## src/rtl/wsdf_pkg.sv

```systemverilog
// Shared types and constants for the WebSocket frame deframer.
package wsdf_pkg;

  // Opcodes and length escapes from the frame header
  localparam logic [3:0] OP_TEXT   = 4'h1;
  localparam logic [3:0] OP_CLOSE  = 4'h8;
  localparam logic [6:0] LEN_EXT16 = 7'd126;
  localparam logic [6:0] LEN_EXT64 = 7'd127;

  // Event kinds on the result channel
  typedef enum logic [1:0] {
    EV_TEXT_BYTE = 2'd0,
    EV_EMPTY_MSG = 2'd1,
    EV_CLOSE     = 2'd2
  } ev_kind_t;

  // Parser phases, one-hot
  typedef enum logic [6:0] {
    PH_HDR0    = 7'b0000001,
    PH_HDR1    = 7'b0000010,
    PH_EXT16   = 7'b0000100,
    PH_EXT64   = 7'b0001000,
    PH_MASK    = 7'b0010000,
    PH_PAYLOAD = 7'b0100000,
    PH_IDLE    = 7'b1000000
  } phase_t;

  // Classified event passed from the parser to the output side
  typedef struct packed {
    ev_kind_t    kind;
    logic [7:0]  raw;
    logic [7:0]  key;
    logic        last;
    logic        trunc;
  } evt_t;

endpackage

```

## src/rtl/wsdf_in_if.sv

```systemverilog
// Input byte channel: valid/ready handshake with raw byte and buffer end flag.
interface wsdf_in_if;
  logic       valid;
  logic       ready;
  logic [7:0] data_byte;
  logic       buffer_end;

  modport source (output valid, output data_byte, output buffer_end, input ready);
  modport sink   (input valid, input data_byte, input buffer_end, output ready);
endinterface

```

## src/rtl/wsdf_out_if.sv

```systemverilog
// Result channel: valid/ready handshake with one deframer event.
interface wsdf_out_if;
  logic       valid;
  logic       ready;
  logic [1:0] event_kind;
  logic [7:0] payload_byte;
  logic       message_last;
  logic       truncated;

  modport source (output valid, output event_kind, output payload_byte,
                  output message_last, output truncated, input ready);
  modport sink   (input valid, input event_kind, input payload_byte,
                  input message_last, input truncated, output ready);
endinterface

```

## src/rtl/wsdf_front.sv

```systemverilog
// Header parser: walks the frame header and classifies each accepted byte.
module wsdf_front (
  input  logic          clk,
  input  logic          rst,
  input  logic          take,
  input  logic [7:0]    data_byte,
  input  logic          buffer_end,
  output logic          evt_valid,
  output wsdf_pkg::evt_t evt
);
  import wsdf_pkg::*;

  phase_t      phase, phase_next;
  logic [3:0]  hcount, hcount_next;
  logic [3:0]  opcode, opcode_next;
  logic        mask_present, mask_present_next;
  logic [63:0] remaining, remaining_next;
  logic [31:0] mask_word, mask_word_next;
  logic [1:0]  mask_index, mask_index_next;

  logic        after_len;
  logic        hdr_done;
  logic [6:0]  len7;
  logic [7:0]  key;

  assign len7 = data_byte[6:0];

  // Key byte for the current payload position, big-endian within the word
  always_comb begin
    case (mask_index)
      2'd0:    key = mask_word[31:24];
      2'd1:    key = mask_word[23:16];
      2'd2:    key = mask_word[15:8];
      default: key = mask_word[7:0];
    endcase
  end

  // Next-state and event decode
  always_comb begin
    phase_next        = phase;
    hcount_next       = hcount;
    opcode_next       = opcode;
    mask_present_next = mask_present;
    remaining_next    = remaining;
    mask_word_next    = mask_word;
    mask_index_next   = mask_index;
    after_len         = 1'b0;
    hdr_done          = 1'b0;
    evt_valid         = 1'b0;
    evt               = '0;

    unique case (phase)
      PH_HDR0: begin
        opcode_next     = data_byte[3:0];
        mask_word_next  = '0;
        mask_index_next = '0;
        remaining_next  = '0;
        phase_next      = PH_HDR1;
      end
      PH_HDR1: begin
        mask_present_next = data_byte[7];
        hcount_next       = '0;
        if (len7 == LEN_EXT16) begin
          phase_next = PH_EXT16;
        end else if (len7 == LEN_EXT64) begin
          phase_next = PH_EXT64;
        end else begin
          remaining_next = {57'd0, len7};
          after_len      = 1'b1;
        end
      end
      PH_EXT16, PH_EXT64: begin
        remaining_next = {remaining[55:0], data_byte};
        hcount_next    = hcount + 4'd1;
        if ((phase == PH_EXT16) ? (hcount == 4'd1) : (hcount == 4'd7)) begin
          after_len = 1'b1;
        end
      end
      PH_MASK: begin
        mask_word_next = {mask_word[23:0], data_byte};
        hcount_next    = hcount + 4'd1;
        if (hcount == 4'd3) begin
          hcount_next = '0;
          hdr_done    = 1'b1;
        end
      end
      PH_PAYLOAD: begin
        mask_index_next = mask_index + 2'd1;
        remaining_next  = remaining - 64'd1;
        evt_valid       = 1'b1;
        evt.kind        = EV_TEXT_BYTE;
        evt.raw         = data_byte;
        evt.key         = key;
        if (remaining == 64'd1) begin
          phase_next = PH_IDLE;
          evt.last   = 1'b1;
        end else begin
          evt.last  = buffer_end;
          evt.trunc = buffer_end;
        end
      end
      PH_IDLE: begin
        // trailing bytes are dropped until buffer end
      end
      default: begin
        phase_next = PH_HDR0;
      end
    endcase

    // Length known: go on to the mask key or finish the header
    if (after_len) begin
      hcount_next = '0;
      if (mask_present_next) begin
        phase_next = PH_MASK;
      end else begin
        hdr_done = 1'b1;
      end
    end

    // Header complete: decide what the frame produces
    if (hdr_done) begin
      if (opcode == OP_TEXT) begin
        if (remaining_next == 64'd0) begin
          phase_next = PH_IDLE;
          evt_valid  = 1'b1;
          evt.kind   = EV_EMPTY_MSG;
          evt.last   = 1'b1;
        end else begin
          phase_next = PH_PAYLOAD;
          if (buffer_end) begin
            evt_valid = 1'b1;
            evt.kind  = EV_EMPTY_MSG;
            evt.last  = 1'b1;
            evt.trunc = 1'b1;
          end
        end
      end else begin
        phase_next = PH_IDLE;
        if (opcode == OP_CLOSE) begin
          evt_valid = 1'b1;
          evt.kind  = EV_CLOSE;
        end
      end
    end

    // Buffer end returns the parser to its starting state
    if (buffer_end) begin
      phase_next        = PH_HDR0;
      hcount_next       = '0;
      opcode_next       = '0;
      mask_present_next = 1'b0;
      remaining_next    = '0;
      mask_word_next    = '0;
      mask_index_next   = '0;
    end
  end

  // Parser state
  always_ff @(posedge clk) begin
    if (rst) begin
      phase        <= PH_HDR0;
      hcount       <= '0;
      opcode       <= '0;
      mask_present <= 1'b0;
      remaining    <= '0;
      mask_word    <= '0;
      mask_index   <= '0;
    end else if (take) begin
      phase        <= phase_next;
      hcount       <= hcount_next;
      opcode       <= opcode_next;
      mask_present <= mask_present_next;
      remaining    <= remaining_next;
      mask_word    <= mask_word_next;
      mask_index   <= mask_index_next;
    end
  end

endmodule

```

## src/rtl/wsdf_fifo.sv

```systemverilog
// Small event queue between the parser and the output stage.
module wsdf_fifo #(
  parameter int DEPTH = 4
) (
  input  logic           clk,
  input  logic           rst,
  input  logic           push,
  input  wsdf_pkg::evt_t push_data,
  input  logic           pop,
  output wsdf_pkg::evt_t pop_data,
  output logic           full,
  output logic           empty
);
  import wsdf_pkg::*;

  localparam int AW = (DEPTH > 1) ? $clog2(DEPTH) : 1;
  localparam int CW = $clog2(DEPTH + 1);
  localparam logic [AW-1:0] LAST_SLOT = AW'(DEPTH - 1);
  localparam logic [CW-1:0] FULL_CNT  = CW'(DEPTH);

  evt_t          slots [DEPTH];
  logic [AW-1:0] wr_ptr;
  logic [AW-1:0] rd_ptr;
  logic [CW-1:0] count;

  assign full     = (count == FULL_CNT);
  assign empty    = (count == '0);
  assign pop_data = slots[rd_ptr];

  // Storage
  always_ff @(posedge clk) begin
    if (push) begin
      slots[wr_ptr] <= push_data;
    end
  end

  // Pointers and fill count
  always_ff @(posedge clk) begin
    if (rst) begin
      wr_ptr <= '0;
      rd_ptr <= '0;
      count  <= '0;
    end else begin
      if (push) begin
        wr_ptr <= (wr_ptr == LAST_SLOT) ? '0 : wr_ptr + AW'(1);
      end
      if (pop) begin
        rd_ptr <= (rd_ptr == LAST_SLOT) ? '0 : rd_ptr + AW'(1);
      end
      case ({push, pop})
        2'b10:   count <= count + CW'(1);
        2'b01:   count <= count - CW'(1);
        default: count <= count;
      endcase
    end
  end

endmodule

```

## src/rtl/wsdf_back.sv

```systemverilog
// Output stage: unmasks queued events into the result register.
module wsdf_back (
  input  logic           clk,
  input  logic           rst,
  input  logic           q_empty,
  input  wsdf_pkg::evt_t q_data,
  output logic           q_pop,
  wsdf_out_if.source     out_ch
);
  import wsdf_pkg::*;

  logic       valid;
  ev_kind_t   kind;
  logic [7:0] payload;
  logic       last;
  logic       trunc;

  // Load whenever the register is free or being drained
  assign q_pop = !q_empty && (!valid || out_ch.ready);

  always_ff @(posedge clk) begin
    if (rst) begin
      valid <= 1'b0;
    end else if (q_pop) begin
      valid <= 1'b1;
    end else if (out_ch.ready) begin
      valid <= 1'b0;
    end
  end

  always_ff @(posedge clk) begin
    if (q_pop) begin
      kind    <= q_data.kind;
      payload <= q_data.raw ^ q_data.key;
      last    <= q_data.last;
      trunc   <= q_data.trunc;
    end
  end

  assign out_ch.valid        = valid;
  assign out_ch.event_kind   = kind;
  assign out_ch.payload_byte = payload;
  assign out_ch.message_last = last;
  assign out_ch.truncated    = trunc;

endmodule

```

## src/rtl/websocket_frame_deframer_top.sv

```systemverilog
// Top level of the WebSocket frame deframer.
//
//   channel   dir   handshake      payload
//   in_ch     in    valid/ready    data_byte[7:0], buffer_end
//   out_ch    out   valid/ready    event_kind[1:0], payload_byte[7:0],
//                                  message_last, truncated
//
// One byte is taken every cycle while the queue is not full; the header parser
// decides each byte in the cycle it is accepted, using one 64-bit decrement
// and compare on the length. Results pass the queue, then the output register.
// in_ch.ready drops only when the event queue (QUEUE_DEPTH entries) is full.
// Synchronous reset rst clears the parser, queue and output register.
module websocket_frame_deframer_top #(
  parameter int QUEUE_DEPTH = 4
) (
  input  logic        clk,
  input  logic        rst,
  wsdf_in_if.sink     in_ch,
  wsdf_out_if.source  out_ch
);
  import wsdf_pkg::*;

  logic take;
  logic evt_valid;
  evt_t evt;
  evt_t q_data;
  logic q_full;
  logic q_empty;
  logic q_pop;

  assign in_ch.ready = !q_full;
  assign take        = in_ch.valid && !q_full;

  wsdf_front u_front (
    .clk        (clk),
    .rst        (rst),
    .take       (take),
    .data_byte  (in_ch.data_byte),
    .buffer_end (in_ch.buffer_end),
    .evt_valid  (evt_valid),
    .evt        (evt)
  );

  wsdf_fifo #(
    .DEPTH (QUEUE_DEPTH)
  ) u_fifo (
    .clk       (clk),
    .rst       (rst),
    .push      (take && evt_valid),
    .push_data (evt),
    .pop       (q_pop),
    .pop_data  (q_data),
    .full      (q_full),
    .empty     (q_empty)
  );

  wsdf_back u_back (
    .clk     (clk),
    .rst     (rst),
    .q_empty (q_empty),
    .q_data  (q_data),
    .q_pop   (q_pop),
    .out_ch  (out_ch)
  );

endmodule
```

## src/flat_wrapper.sv

```systemverilog
// flat-port wrapper written by rule: the top's interface ports become plain ports
module websocket_frame_deframer_top_flat import wsdf_pkg::*;
#(
  parameter int QUEUE_DEPTH = 4
)
  (clk, rst, in_ch_valid, in_ch_data_byte, in_ch_buffer_end, in_ch_ready, out_ch_valid, out_ch_event_kind, out_ch_payload_byte, out_ch_message_last, out_ch_truncated, out_ch_ready);
  wsdf_in_if in_ch_i ();
  wsdf_out_if out_ch_i ();
  input  logic clk;
  input  logic rst;
  input wire logic [$bits(in_ch_i.valid)-1:0] in_ch_valid;
  input wire logic [$bits(in_ch_i.data_byte)-1:0] in_ch_data_byte;
  input wire logic [$bits(in_ch_i.buffer_end)-1:0] in_ch_buffer_end;
  output wire logic [$bits(in_ch_i.ready)-1:0] in_ch_ready;
  output wire logic [$bits(out_ch_i.valid)-1:0] out_ch_valid;
  output wire logic [$bits(out_ch_i.event_kind)-1:0] out_ch_event_kind;
  output wire logic [$bits(out_ch_i.payload_byte)-1:0] out_ch_payload_byte;
  output wire logic [$bits(out_ch_i.message_last)-1:0] out_ch_message_last;
  output wire logic [$bits(out_ch_i.truncated)-1:0] out_ch_truncated;
  input wire logic [$bits(out_ch_i.ready)-1:0] out_ch_ready;
  assign in_ch_i.valid = in_ch_valid;
  assign in_ch_i.data_byte = in_ch_data_byte;
  assign in_ch_i.buffer_end = in_ch_buffer_end;
  assign in_ch_ready = in_ch_i.ready;
  assign out_ch_valid = out_ch_i.valid;
  assign out_ch_event_kind = out_ch_i.event_kind;
  assign out_ch_payload_byte = out_ch_i.payload_byte;
  assign out_ch_message_last = out_ch_i.message_last;
  assign out_ch_truncated = out_ch_i.truncated;
  assign out_ch_i.ready = out_ch_ready;
  websocket_frame_deframer_top #(.QUEUE_DEPTH(QUEUE_DEPTH)) u_core (.clk(clk), .rst(rst), .in_ch(in_ch_i), .out_ch(out_ch_i));
endmodule
```

## config.mk

```make
export PLATFORM = sky130hd
export DESIGN_NAME = websocket_frame_deframer_top_flat
export DESIGN_NICKNAME = d
export VERILOG_FILES = /design/src/rtl/wsdf_pkg.sv /design/src/rtl/wsdf_in_if.sv /design/src/rtl/wsdf_out_if.sv /design/src/rtl/wsdf_front.sv /design/src/rtl/wsdf_fifo.sv /design/src/rtl/wsdf_back.sv /design/src/rtl/websocket_frame_deframer_top.sv /design/src/flat_wrapper.sv
export SDC_FILE = /design/constraint.sdc
export NUM_CORES = 1
export LEC_CHECK = 0
export BUFFER_PORTS_ARGS = -buffer_cell sky130_fd_sc_hd__buf_2
export CORE_MARGIN = 5
export CORE_UTILIZATION = 25
export CTS_BUF_LIST = sky130_fd_sc_hd__clkbuf_8
export DETAILED_ROUTE_END_ITERATION = 8
export GPL_ROUTABILITY_DRIVEN = 0
export SKIP_LAST_GASP = 1
export SYNTH_ARGS = -nofsm -noshare
export SYNTH_HDL_FRONTEND = slang
export SYNTH_SLANG_ARGS = --single-unit
```

## constraint.sdc

```tcl
create_clock -name clk -period 5.4 [get_ports clk]
set_clock_uncertainty 0.2 [all_clocks]
set_input_delay 0.27 -clock clk [delete_from_list [all_inputs] [get_ports clk]]
set_output_delay 0.27 -clock clk [all_outputs]
set_load 0.03 [all_outputs]
```

* Word-level counts from Yosys, hierarchy flattened
Memory sizes are Yosys's and may differ from the RTL's. A register that Yosys moved wholly into a read port is not among the register bits.
Index checks and enable logic that the tools add are counted.
** Word-level totals
- Register bits :: 134
- Memory bits (writable) :: 80
- Input bits :: 13
- Output and inout bits :: 14
- Memories :: 1
** Memory list
- u_core.u_fifo.slots :: depth 4, width 20, read ports 1, clocked after memory_dff 1, wr ports 1, RTL line wsdf_fifo.sv:21 : evt_t slots [DEPTH];
** Cells by class
- Add/subtract/negate cells :: 7
- Equal/unequal tests :: 22
- Multiplexer cells :: 64
- Bitwise logic cells :: 1
- Reductions and logical operators :: 22
** Operators with widths (count)
- case mux 64 bit (4 select lines) :: 1
- two-way mux 64 bit :: 3
- equality test 64 x 1 -> 1 bit, second input constant :: 1
- zero test 64 bit :: 1
- case mux 32 bit (2 select lines) :: 1
- subtractor 64 x 1 -> 64 bit, second input constant :: 1
- two-way mux 7 bit :: 9
- two-way mux 32 bit :: 1
- case mux 7 bit (4 select lines) :: 1
- two-way mux 2 bit :: 13
- two-way mux 1 bit :: 24
- case mux 8 bit (3 select lines) :: 1
- equality test 7 bit, second input constant :: 3
- two-way mux 4 bit :: 5
- two-way mux 18 bit :: 1
- case mux 4 bit (3 select lines) :: 1
- equality test 2 bit, second input constant :: 4
- equality test 4 x 1 -> 1 bit, second input constant :: 2
- AND reduction 2 bit :: 4
- bitwise XOR 8 bit :: 1
- equality test 7 x 1 -> 1 bit, second input constant :: 1
- equality test 7 x 2 -> 1 bit, second input constant :: 1
- equality test 7 x 3 -> 1 bit, second input constant :: 1
- equality test 7 x 4 -> 1 bit, second input constant :: 1
- 24 further kinds :: 34

* Logic depth before layout (Yosys ltp)
Gate-level depths: netlist of run 1.
- Depth after elaboration :: 11
- Gate-level depth with buffers :: 21
- Gate-level depth less buffers :: 19

* Cells and area by module
From an unflattened synthesis of run 1, not the netlist that was laid out.
** Unflattened totals
- Cells, all modules :: 1322
- Area total of the unflattened synthesis :: 11957.7 um^2
** By module, submodules not included
- wsdf_front :: instances 1, cells each 1143, area each 8119.0 um^2
- wsdf_fifo :: instances 1, cells each 152, area each 3333.2 um^2
- wsdf_back :: instances 1, cells each 24, area each 486.7 um^2
- websocket_frame_deframer_top :: instances 1, cells each 3, area each 18.8 um^2

* Least setup slack after synthesis of run 1
OpenSTA, ideal clock, no wires.
- Path type :: reg2reg
- Start :: reg u_core.u_front.remaining[0]
- End :: reg u_core.u_fifo.count[2]
- Library setup time :: 0.070 ns
- Data arrival time :: 4.641 ns
- Required time :: 5.130 ns
- Setup slack :: 0.489 ns
- Cell stages (with the launch flop) :: 21
- Path buffers :: 1
- Period minus slack after synthesis :: 4.911 ns
- Path through :: dfxtp_1 > clkbuf_1 > inv_1 > ha_1 > or3b_2 > or4_4 > nor4_4 > a31oi_1 > a211o_1 > a2111oi_2 > nand4_1 > nor4_2 > nand4_2 > o31ai_4 > inv_1 > ha_1 > inv_1 > fa_1 > xor2_1 > or3_1 > a21oi_1
** On the way
- Word-level cells in the longest chain between the ends :: 10
- Elaborated cells on any way between the ends :: 13
** RTL lines
- start, declared :: RTL line wsdf_front.sv:17 : logic [63:0] remaining, remaining_next;
- start signal, assigned :: RTL line wsdf_front.sv:173 : remaining <= remaining_next;
- branches (longest 2 deep; another with subtractor 64 x 1 -> 64 bit)
- case mux 64 bit (4 select lines) (*) :: RTL line wsdf_front.sv:52 : unique case (phase)
- zero test 64 bit (*) :: RTL line wsdf_front.sv:123 : if (remaining_next == 64'd0) begin
- two-way mux 1 bit (*) :: RTL line wsdf_front.sv:123
- two-way mux 1 bit (*) :: RTL line wsdf_front.sv:122 : if (opcode == OP_TEXT) begin
- two-way mux 1 bit (*) :: RTL line wsdf_front.sv:121 : if (hdr_done) begin
- logical AND 1 bit (*) :: RTL line websocket_frame_deframer_top.sv:49 : .push (take && evt_valid),
- equality test 2 x 1 -> 1 bit or equality test 2 bit (tied branches) :: RTL line wsdf_fifo.sv:50 : case ({push, pop})
- case mux 3 bit (2 select lines) or nonzero test 2 bit (tied branches)
- end signal, assigned :: RTL line wsdf_fifo.sv:51 : 2'b10: count <= count + CW'(1);
- end signal, assigned :: RTL line wsdf_fifo.sv:52 : 2'b01: count <= count - CW'(1);
- end signal, assigned :: RTL line wsdf_fifo.sv:53 : default: count <= count;
- end, declared :: RTL line wsdf_fifo.sv:24 : logic [CW-1:0] count;
Every way passes the cells marked *.
A chain may end at the register's enable or synchronous reset.

* Worst setup path in the final report of run 1
- Start :: reg u_core.u_front.remaining[14]
- End :: reg u_core.u_fifo.count[2]
Same word-level chain as after synthesis.

==> results.md, run 1 <==
Clock tree:
- The clock tree root driver cell is sky130_fd_sc_hd__clkbuf_8.
- Clock latency on the worst-skew pair, taken at its later pin, is 570 ps.
- The clock net in this run drives a total of 216 sinks.
- The number of buffers between clock root and the deepest sink is 3.
- TritonCTS built the clock tree.
- After clock tree synthesis, the clock-pin slew on the worst setup and hold paths is 70 ps.
- The number of H-tree levels is 2.
- The clock buffer count from CTS is 36.

Setup path:
- The worst setup path is of the flop to flop kind.
- On the worst path, the slowest cell contributes a delay of 690 ps.
- The element type at the critical path start is a flop.
- Together, buffers and inverters on the worst path number 2.
- The most numerous cell on the critical path is sky130_fd_sc_hd__inv_1.
- The launching element of the worst setup path is u_core.u_front.remaining[14].
- The cell family with the largest share of critical-path delay is simple AND/OR/NAND/NOR gates.
- The type of destination of the critical path is a flop.
- For the worst setup path, the data required time is 5690 ps.
- The largest individual stage delay along the critical path comes from the cell sky130_fd_sc_hd__or4_1.
- Of all nets on the critical path, the largest fanout is 9.
- The setup check on the worst reg-to-reg path leaves a slack of 290 ps.
- At the worst endpoint, the arrival time is 5400 ps.
- The reg-to-reg critical path startpoint is u_core.u_front.remaining[14].
- The signal on the critical path passes through or4_1, nor4_2, nand2_1, o311a_1, a211oi_1, nand4_1, nor4_1, nand4_2, o31ai_4, inv_1, ha_1, inv_1, fa_1, xor2_1, or3_1, a21oi_1.

STA:
- The final period demand of the worst path is 5110 ps.
- The minimum hold slack is 44.8 ps.
- The final critical-path share of the clock period is 94.6%.
- Timing would allow up to 0.196 GHz.
- Setup repair after global routing left no endpoint under its margin.
- The number of hold violations in the final report was 0.
- For the pin with the worst max-slew slack, the measured transition is 1340 ps.
- The final-report setup violation count is 0.
- The tightest slew margin relative to the limit is 10.9%.
- The max-slew violation count came to 0.
- The sum of negative setup slack is 0 ps.

Synthesis:
- After synthesis the netlist holds a flip-flop and latch count of 216.
- The number of enable flip-flop cells after synthesis is 92.
- The Yosys step of the flow raised 0 warnings.
- Summed over its instances, the top area cell type makes up 23.0% of the synthesized netlist area.
- The post-synth net total is 1,409.
- By area the synthesized netlist is led by sky130_fd_sc_hd__edfxtp_1, sky130_fd_sc_hd__dfxtp_1, sky130_fd_sc_hd__a21oi_1.
- The primary flip-flop cell chosen by synthesis mapping is sky130_fd_sc_hd__dfxtp_1.
- The sequential share of the synthesized area is 43.7%.
- The biggest area consumer among synthesized cells is sky130_fd_sc_hd__edfxtp_1.
- After synthesis the cells add up to 12,000 µm².
- Yosys instantiated no cell more often than sky130_fd_sc_hd__nor2_1.
- Ranked by instance count, the synthesized netlist is headed by sky130_fd_sc_hd__nor2_1, sky130_fd_sc_hd__a21oi_1, sky130_fd_sc_hd__nand2_1, sky130_fd_sc_hd__dfxtp_1, sky130_fd_sc_hd__clkbuf_1.
- After synthesis, the mean cell area works out to 8.69 µm².
- The fraction of registers with async set/reset is 0%.
- In this run, distinct cell masters in the synthesized netlist total 81.
- The synthesized netlist cell count is 1,382.

Detailed routing:
- For this block, the routed nets add up to 39,500 µm of wire.
- The routed via count is 11.5k.
- The first-pass detailed-route iteration total is 7.
- The routed length per instance is 19.3 µm.
- In the routed layout, each cell is associated on average with a via count of 5.62.
- The antenna violation net count after detailed routing is 0.
- For this run, design rule violations remaining after detail routing come to 0.
- The number of design-rule violations left by the first detailed-router iteration is 1,667.

Flow run:
- The number of violations of the max-capacitance limit is 0.

Finish:
- Relative to the synthesized area, the layout overhead comes to 15.9%.
- The multi-input combinational cell area is 6270 µm².
- Registers take 5250 µm².
- The number of antenna diodes in the final layout is 0.
- The count of nets after finishing is 1,433.
- The count of non-filler cells in the finished layout is 2,045.
- The filler cell count in the final layout is 5,045.
- The fraction of layout cells with a size suffix above 1 is 14.1%.

Worst hold path:
- In this run the most critical hold path is launched from rst.
- The tightest min-delay check is of the primary input to flop type.

Global routing:
- The via count of the first global-routing pass came to 10.9k.
- The initial antenna violation count is 0.
- The first global-routing pass estimated 62,200 µm of wire.
- For this run the aggregate overflow at the end of global routing stands at 0.
- The largest net degree at the start of global routing is 71.
- The global routing usage summed across all routing layers is 14.4%.

Floorplanning:
- For this configuration, the core starts out at a cell density of 25.2%.
- For this design the top-level I/O count stands at 27.
- The area inside the core boundary is 47,600 µm².
- The floorplan die area is 52,500 µm².
- The width of the die is 229 µm.
- The initialized floorplan defines 80 standard-cell rows.
- The chip height is 229 µm.

Power:
- The maximum vdd ir drop is 0.126 mV.
- The total power density per cell area is 291 nW/µm².
- The static power due to leakage is 4.98 nW.

Outcome:
- The flow ran to the end, and the final reports show no timing, DRC or antenna violations.

Placed design:
- Port buffering added 26 buffers.
- The instance count after placement with tap cells included is 1,973.
- The detailed-placement wirelength estimate is 26,900 µm.
[worst paths after layout]
check,to,cells after the start
setup / recovery,u_core.u_fifo.count[2],16
hold / removal,u_core.u_fifo.count[0],2
setup reg to reg,u_core.u_fifo.count[2],16
hold reg to reg,u_core.u_front.opcode[1],2
[report_power, final]
group          switching, W  internal (W)  leakage, nW
Clock              0.000690      0.000721        0.367
Combinational      0.000553      0.000250         2.83
Sequential        0.0000528       0.00178         1.79
Total               0.00130       0.00275         4.98
[layout by cell type (no fill, tap or decap), types with 12 or more instances in the layout]
| cell type | netlist | layout |
|---|---|---|
| sky130_fd_sc_hd__nand4_1 | 19 | 19 |
| sky130_fd_sc_hd__nand3_1 | 56 | 55 |
| sky130_fd_sc_hd__a31oi_1 | 14 | 14 |
| sky130_fd_sc_hd__a22oi_1 | 35 | 35 |
| sky130_fd_sc_hd__dfxtp_1 | 124 | 123 |
| sky130_fd_sc_hd__and2_1 | 17 | 17 |
| sky130_fd_sc_hd__nor4_1 | 52 | 50 |
| sky130_fd_sc_hd__nor3_1 | 38 | 36 |
| sky130_fd_sc_hd__a21oi_1 | 146 | 143 |
| sky130_fd_sc_hd__clkbuf_8 | 0 | 39 |
| sky130_fd_sc_hd__buf_2 | 0 | 25 |
| sky130_fd_sc_hd__ha_1 | 13 | 13 |
| sky130_fd_sc_hd__or4_1 | 15 | 15 |
| sky130_fd_sc_hd__buf_4 | 0 | 66 |
| sky130_fd_sc_hd__mux4_2 | 12 | 12 |
| sky130_fd_sc_hd__xor2_1 | 37 | 37 |
| sky130_fd_sc_hd__nand2_1 | 126 | 125 |
| sky130_fd_sc_hd__inv_1 | 19 | 25 |
| sky130_fd_sc_hd__o21ai_0 | 43 | 43 |
| sky130_fd_sc_hd__nor2_1 | 182 | 180 |
| sky130_fd_sc_hd__edfxtp_1 | 92 | 92 |
| sky130_fd_sc_hd__or3_1 | 20 | 20 |
[per-stage QoR]
| stage | cell area, µm² | util, % | worst slack (ps) | power [W] |
|---|---|---|---|---|
| after floorplan | 12000 | - | 489 | 0.00238 |
| after global routing | 13900 | 29.2 | 25.4 | 0.00425 |
| final | 13900 | 29.2 | 290 | 0.00405 |
| after global placement | 13100 | 27.5 | 210 | 0.00266 |
| after detailed placement | 13100 | 27.5 | 307 | 0.00266 |
| after CTS | 13900 | 29.1 | 275 | 0.00408 |
[cell type report]
type	instances	share of cell area (%)
clock inverters	23	1.06
multi-input cells	1023	45.0
inverters	21	0.566
flip-flops and latches	216	37.7
well taps	615	5.53
repair buffers	108	6.26
clock buffers	39	3.86
[per-layer routing]
layer  track usage, %  wire length [µm]  vias up
met3             3.64              4240      130
li1                 -                 -     5188
met1             19.5             16400     5463
met2             22.5             17500      716
met4             4.81              1340        0
met5                0                 0        -
[repair_timing]
action / in CTS / in global routing
buffers inserted: 0 / 1
endpoints found under the setup margin: 0 / 2
hold endpoints to repair: 15 / 0
hold buffers: 9 / 0
resized for setup: 0 / 6
[sequential cells by signal (all words and copies together) (netlist names), 2 cells and up, named ones only]
name                               count
u_core.u_back.out_ch.event_kind        2
u_core.u_front.remaining              64
u_core.u_fifo.rd_ptr                   2
u_core.u_fifo.slots                   80
u_core.u_fifo.count                    3
u_core.u_front.phase                   7
u_core.u_front.mask_index              2
u_core.u_fifo.wr_ptr                   2
u_core.u_front.mask_word              32
u_core.u_front.opcode                  4
u_core.u_back.out_ch.payload_byte      8
u_core.u_front.hcount                  4
[cell families (layout without fill, tap and decap cells)]
| kind of cell | count (synthesis) | count (layout) | synth area share, % |
|---|---|---|---|
| xor gates and xnor gates | 44 | 44 | 3.21 |
| and+or+nand+nor | 581 | 581 | 24.1 |
| DFF | 216 | 216 | 43.7 |
| adders and majority gates | 14 | 14 | 1.52 |
| buffers and inverters | 143 | 191 | 4.61 |
| muxes | 19 | 19 | 2.88 |
| AOI/OAI and AO/OA | 365 | 365 | 20.0 |
[worst reg2reg max path, cell delays in order (launching register included)]
cell and delay, ps:
sky130_fd_sc_hd__dfxtp_1 400, sky130_fd_sc_hd__or4_1 690, sky130_fd_sc_hd__nor4_2 410, sky130_fd_sc_hd__nand2_1 220, sky130_fd_sc_hd__o311a_1 370, sky130_fd_sc_hd__a211oi_1 490
sky130_fd_sc_hd__nand4_1 230, sky130_fd_sc_hd__nor4_1 430, sky130_fd_sc_hd__nand4_2 230, sky130_fd_sc_hd__o31ai_4 300, sky130_fd_sc_hd__inv_1 70, sky130_fd_sc_hd__ha_1 220
sky130_fd_sc_hd__inv_1 70, sky130_fd_sc_hd__fa_1 170, sky130_fd_sc_hd__xor2_1 70, sky130_fd_sc_hd__or3_1 300, sky130_fd_sc_hd__a21oi_1 150
Power figures use the tool's default switching activity.
==> run 2, diff against run 1 <==
Settings changed: RECOVER_POWER from default to 25, REMOVE_ABC_BUFFERS from default to 1.
==> run 2 against run 1 <==
The run now ends with max-capacitance violations, max-slew violations left. Combinational power is 2% lower. Sequential share of layout area hardly changed. Wire length fell by 1.1%. Register-to-register slack worse by 60 ps. First-iteration DRC count is 12% lower. Utilization about the same. Hold slack better by 17 ps. Largest power group unchanged.
==> results.md, run 2 (synthesis results as in run 1) <==
Setup path:
- The critical path start-end classification is flop to flop.
- The highest fanout seen on the critical path is 10.
- The element type at the critical path start is a flop.
- The type of destination of the critical path is a flop.
- The worst endpoint data arrival time is 5440 ps.
- The endpoint required time on the critical path is 5670 ps.

STA:
- The actual transition at the worst max-transition pin is 1840 ps.
- The final period demand of the worst path is 5170 ps.
- Static timing analysis puts the maximum clock frequency at 0.193 GHz.
- The number of hold violations in the final report is 0.
- The max-slew violation count is 51.
- The minimum hold slack is 62.1 ps.
- Setup violations remaining at the end of the flow were counted as 0.
- The tightest slew margin relative to the limit is -22.4%.
- The sum of negative setup slack is 0 ps.
- Setup repair after global routing left no endpoint under its margin.
- Setup slack on the critical path of the routed design comes to 226 ps.
- The final critical-path share of the clock period is 95.8%.

Clock tree:
- Buffers inserted during clock tree synthesis total 37.
- The clock sink total is 216.
- No sink is reached through more buffers than the 3 on the longest clock path.
- The post-CTS clock slew at the launch and capture registers of the worst setup and hold paths is 60 ps.
- CTS placed an instance of sky130_fd_sc_hd__clkbuf_8 at the clock tree root.
- The clock latency on the worst-skew pair is 580 ps.
- TritonCTS built the clock tree.
- The clock tree synthesis step divided the H-tree into 2 levels.

Finish:
- The largest registers in the layout are u_core.u_fifo.slots: 80 flops, u_core.u_front.remaining: 64 flops, u_core.u_front.mask_word: 32 flops.
- The count of nets after finishing is 1,430.
- In the layout the commonest cells are sky130_fd_sc_hd__nor2_1, sky130_fd_sc_hd__a21oi_1, sky130_fd_sc_hd__nand2_1.
- The flip-flop count of the largest register, all copies and words added is 80.
- The area added between synthesis and finish is 15.9%.
- The largest register by flop count is u_core.u_fifo.slots.
- Of the cells placed in the final design, the portion with a size suffix greater than 1 is 12.8%.
- The library cell used most frequently in the layout, excluding fill and tap cells, is sky130_fd_sc_hd__nor2_1.

Power:
- Net switching is 31.1% of the power.
- Across the VDD grid, the largest voltage drop is 0.141 mV.
- The switching power is 0.00131 W.
- The total power density per cell area is 304 nW/µm².
- Per report_power, the clock group accounts for 37.8% of the total.
- The analysis attributes to cell leakage a power of 4.98 nW.
- The share of total power dissipated in sequential elements is 43.6%.
- Combinational logic is responsible for 18.6% of the overall power.
- The internal power component is 0.00291 W.

Global routing:
- The initial antenna violation count came to 1.
- Entering global routing, the biggest net connects 70 pins.
- The global routing usage summed across all routing layers is 14.3%.
- The via count of the first global-routing pass is 11.0k.
- The first global-routing pass estimated 61,700 µm of wire.
- Summed over all layers, the global routing overflow is 0.

Floorplanning:
- The floorplan die area is 52,500 µm².
- The floorplan row count is 80.
- The die is 229 µm tall.
- The count of boundary I/O pins is 27.
- The area inside the core boundary is 47,600 µm².
- The initial utilization of the core area, before any placement, comes to 25.2%.
- The width of the die is 229 µm.

Detailed routing:
- The routed via count divided by cell count is 5.53.
- After detailed routing, the number of remaining DRC violations is 0.
- The routed length per instance is 19.1 µm.
- The first-pass detailed-route iteration total is 7.
- The routed via count is 11.3k.
- The sum of routed wire length over all layers is 39,100 µm.
- The number of design-rule violations left by the first detailed-router iteration is 1,462.
- The detail route stage leaves a number of antenna-violating nets equal to 0.

Placed design:
- OpenSTA, run right after detailed placement, puts the worst setup slack at 147 ps.
- The detailed-placement wirelength estimate is 26,700 µm.
- In this run the tool buffered the top-level ports with 26 buffer cells.

Outcome:
- The run finished, with violations left.
- The final reports fail on max-capacitance violations, max-slew violations.

Worst hold path:
- The worst min-delay path category is primary input to flop.

Flow run:
- Max-cap violations in this run came to 2.
-- run 2: cell types whose count changed in the layout (fill, tap and decap cells not counted), sizes merged --
cell      previous run  this run
inv                 25        30
clkinvlp             3         0
buf                 99        78
bufinv               1         3
clkbuf              39        61
clkinv              15        12
diode                0         1
-- run 2: path summary, 6_finish.rpt --
kind                                                endpoint  cells after the start                         start  slack [ps]
worst max-delay path                  u_core.u_fifo.count[2]                     18  u_core.u_front.remaining[13]         230
worst min-delay path            u_core.u_front.remaining[34]                      2                           rst          60
worst max register to register        u_core.u_fifo.count[2]                     18  u_core.u_front.remaining[13]         230
worst min register to register  u_core.u_front.mask_word[29]                      2  u_core.u_front.mask_word[29]         250
-- run 2: power groups by stage --
stage	Clock [W]	Combinational (W)	Sequential, W
2_1_floorplan	0	0.000386	0.00195
6_report	0.00160	0.000784	0.00184
5_1_grt	0.00173	0.000839	0.00185
3_5_place_dp	0	0.000782	0.00188
4_1_cts	0.00165	0.000790	0.00184
3_3_place_gp	0	0.000781	0.00187
-- run 2: worst max-delay path, stage by stage (launching register included) --
cell and delay, ps:
sky130_fd_sc_hd__dfxtp_1 400, sky130_fd_sc_hd__nor4_1 650, sky130_fd_sc_hd__nand2_1 230, sky130_fd_sc_hd__nor4_2 640
sky130_fd_sc_hd__buf_4 240, sky130_fd_sc_hd__a21oi_1 60, sky130_fd_sc_hd__o21ai_0 160, sky130_fd_sc_hd__nand2_1 130
sky130_fd_sc_hd__or3_1 400, sky130_fd_sc_hd__nor4_2 330, sky130_fd_sc_hd__nand4_2 230, sky130_fd_sc_hd__o31ai_4 310
sky130_fd_sc_hd__inv_1 80, sky130_fd_sc_hd__ha_1 230, sky130_fd_sc_hd__inv_1 70, sky130_fd_sc_hd__fa_1 170
sky130_fd_sc_hd__xor2_1 70, sky130_fd_sc_hd__or3_1 300, sky130_fd_sc_hd__a21oi_1 140
-- run 2: cell type report --
| type | instances | area, µm² |
|---|---|---|
| fillers | 5028 | 33700 |
| multi-input cells | 1023 | 6250 |
| flip-flops and latches | 216 | 5250 |
| well taps | 615 | 769 |
| repair buffers | 104 | 762 |
| clock buffers | 44 | 606 |
| clock inverters | 24 | 191 |
| inverters | 21 | 78.8 |
| diodes | 1 | 2.50 |
-- run 2: metrics by stage --
stage	utilization [%]	total power (W)	area (µm²)	std cells
floorplan	-	0.00234	11500	1260
detailed placement	27.3	0.00266	13000	1967
finish	29.2	0.00422	13900	2048
global route	29.2	0.00442	13900	2048
global placement	27.3	0.00265	13000	1967
CTS	29.2	0.00428	13900	2044
-- run 2: routing by layer --
metal	share of wire (%)	GRT usage [%]	vias to the layer above
met4	2.8	4.28	0
met3	10	2.97	101
met1	42	19.4	5418
met5	0	0	-
met2	45	22.8	609
li1	-	-	5189
-- run 2: what timing repair did --
action,in CTS,in global routing
hold buffers,9,0
buffers inserted,0,3
endpoints found under the setup margin,0,62
resized for setup,0,6
hold endpoints to repair,19,0
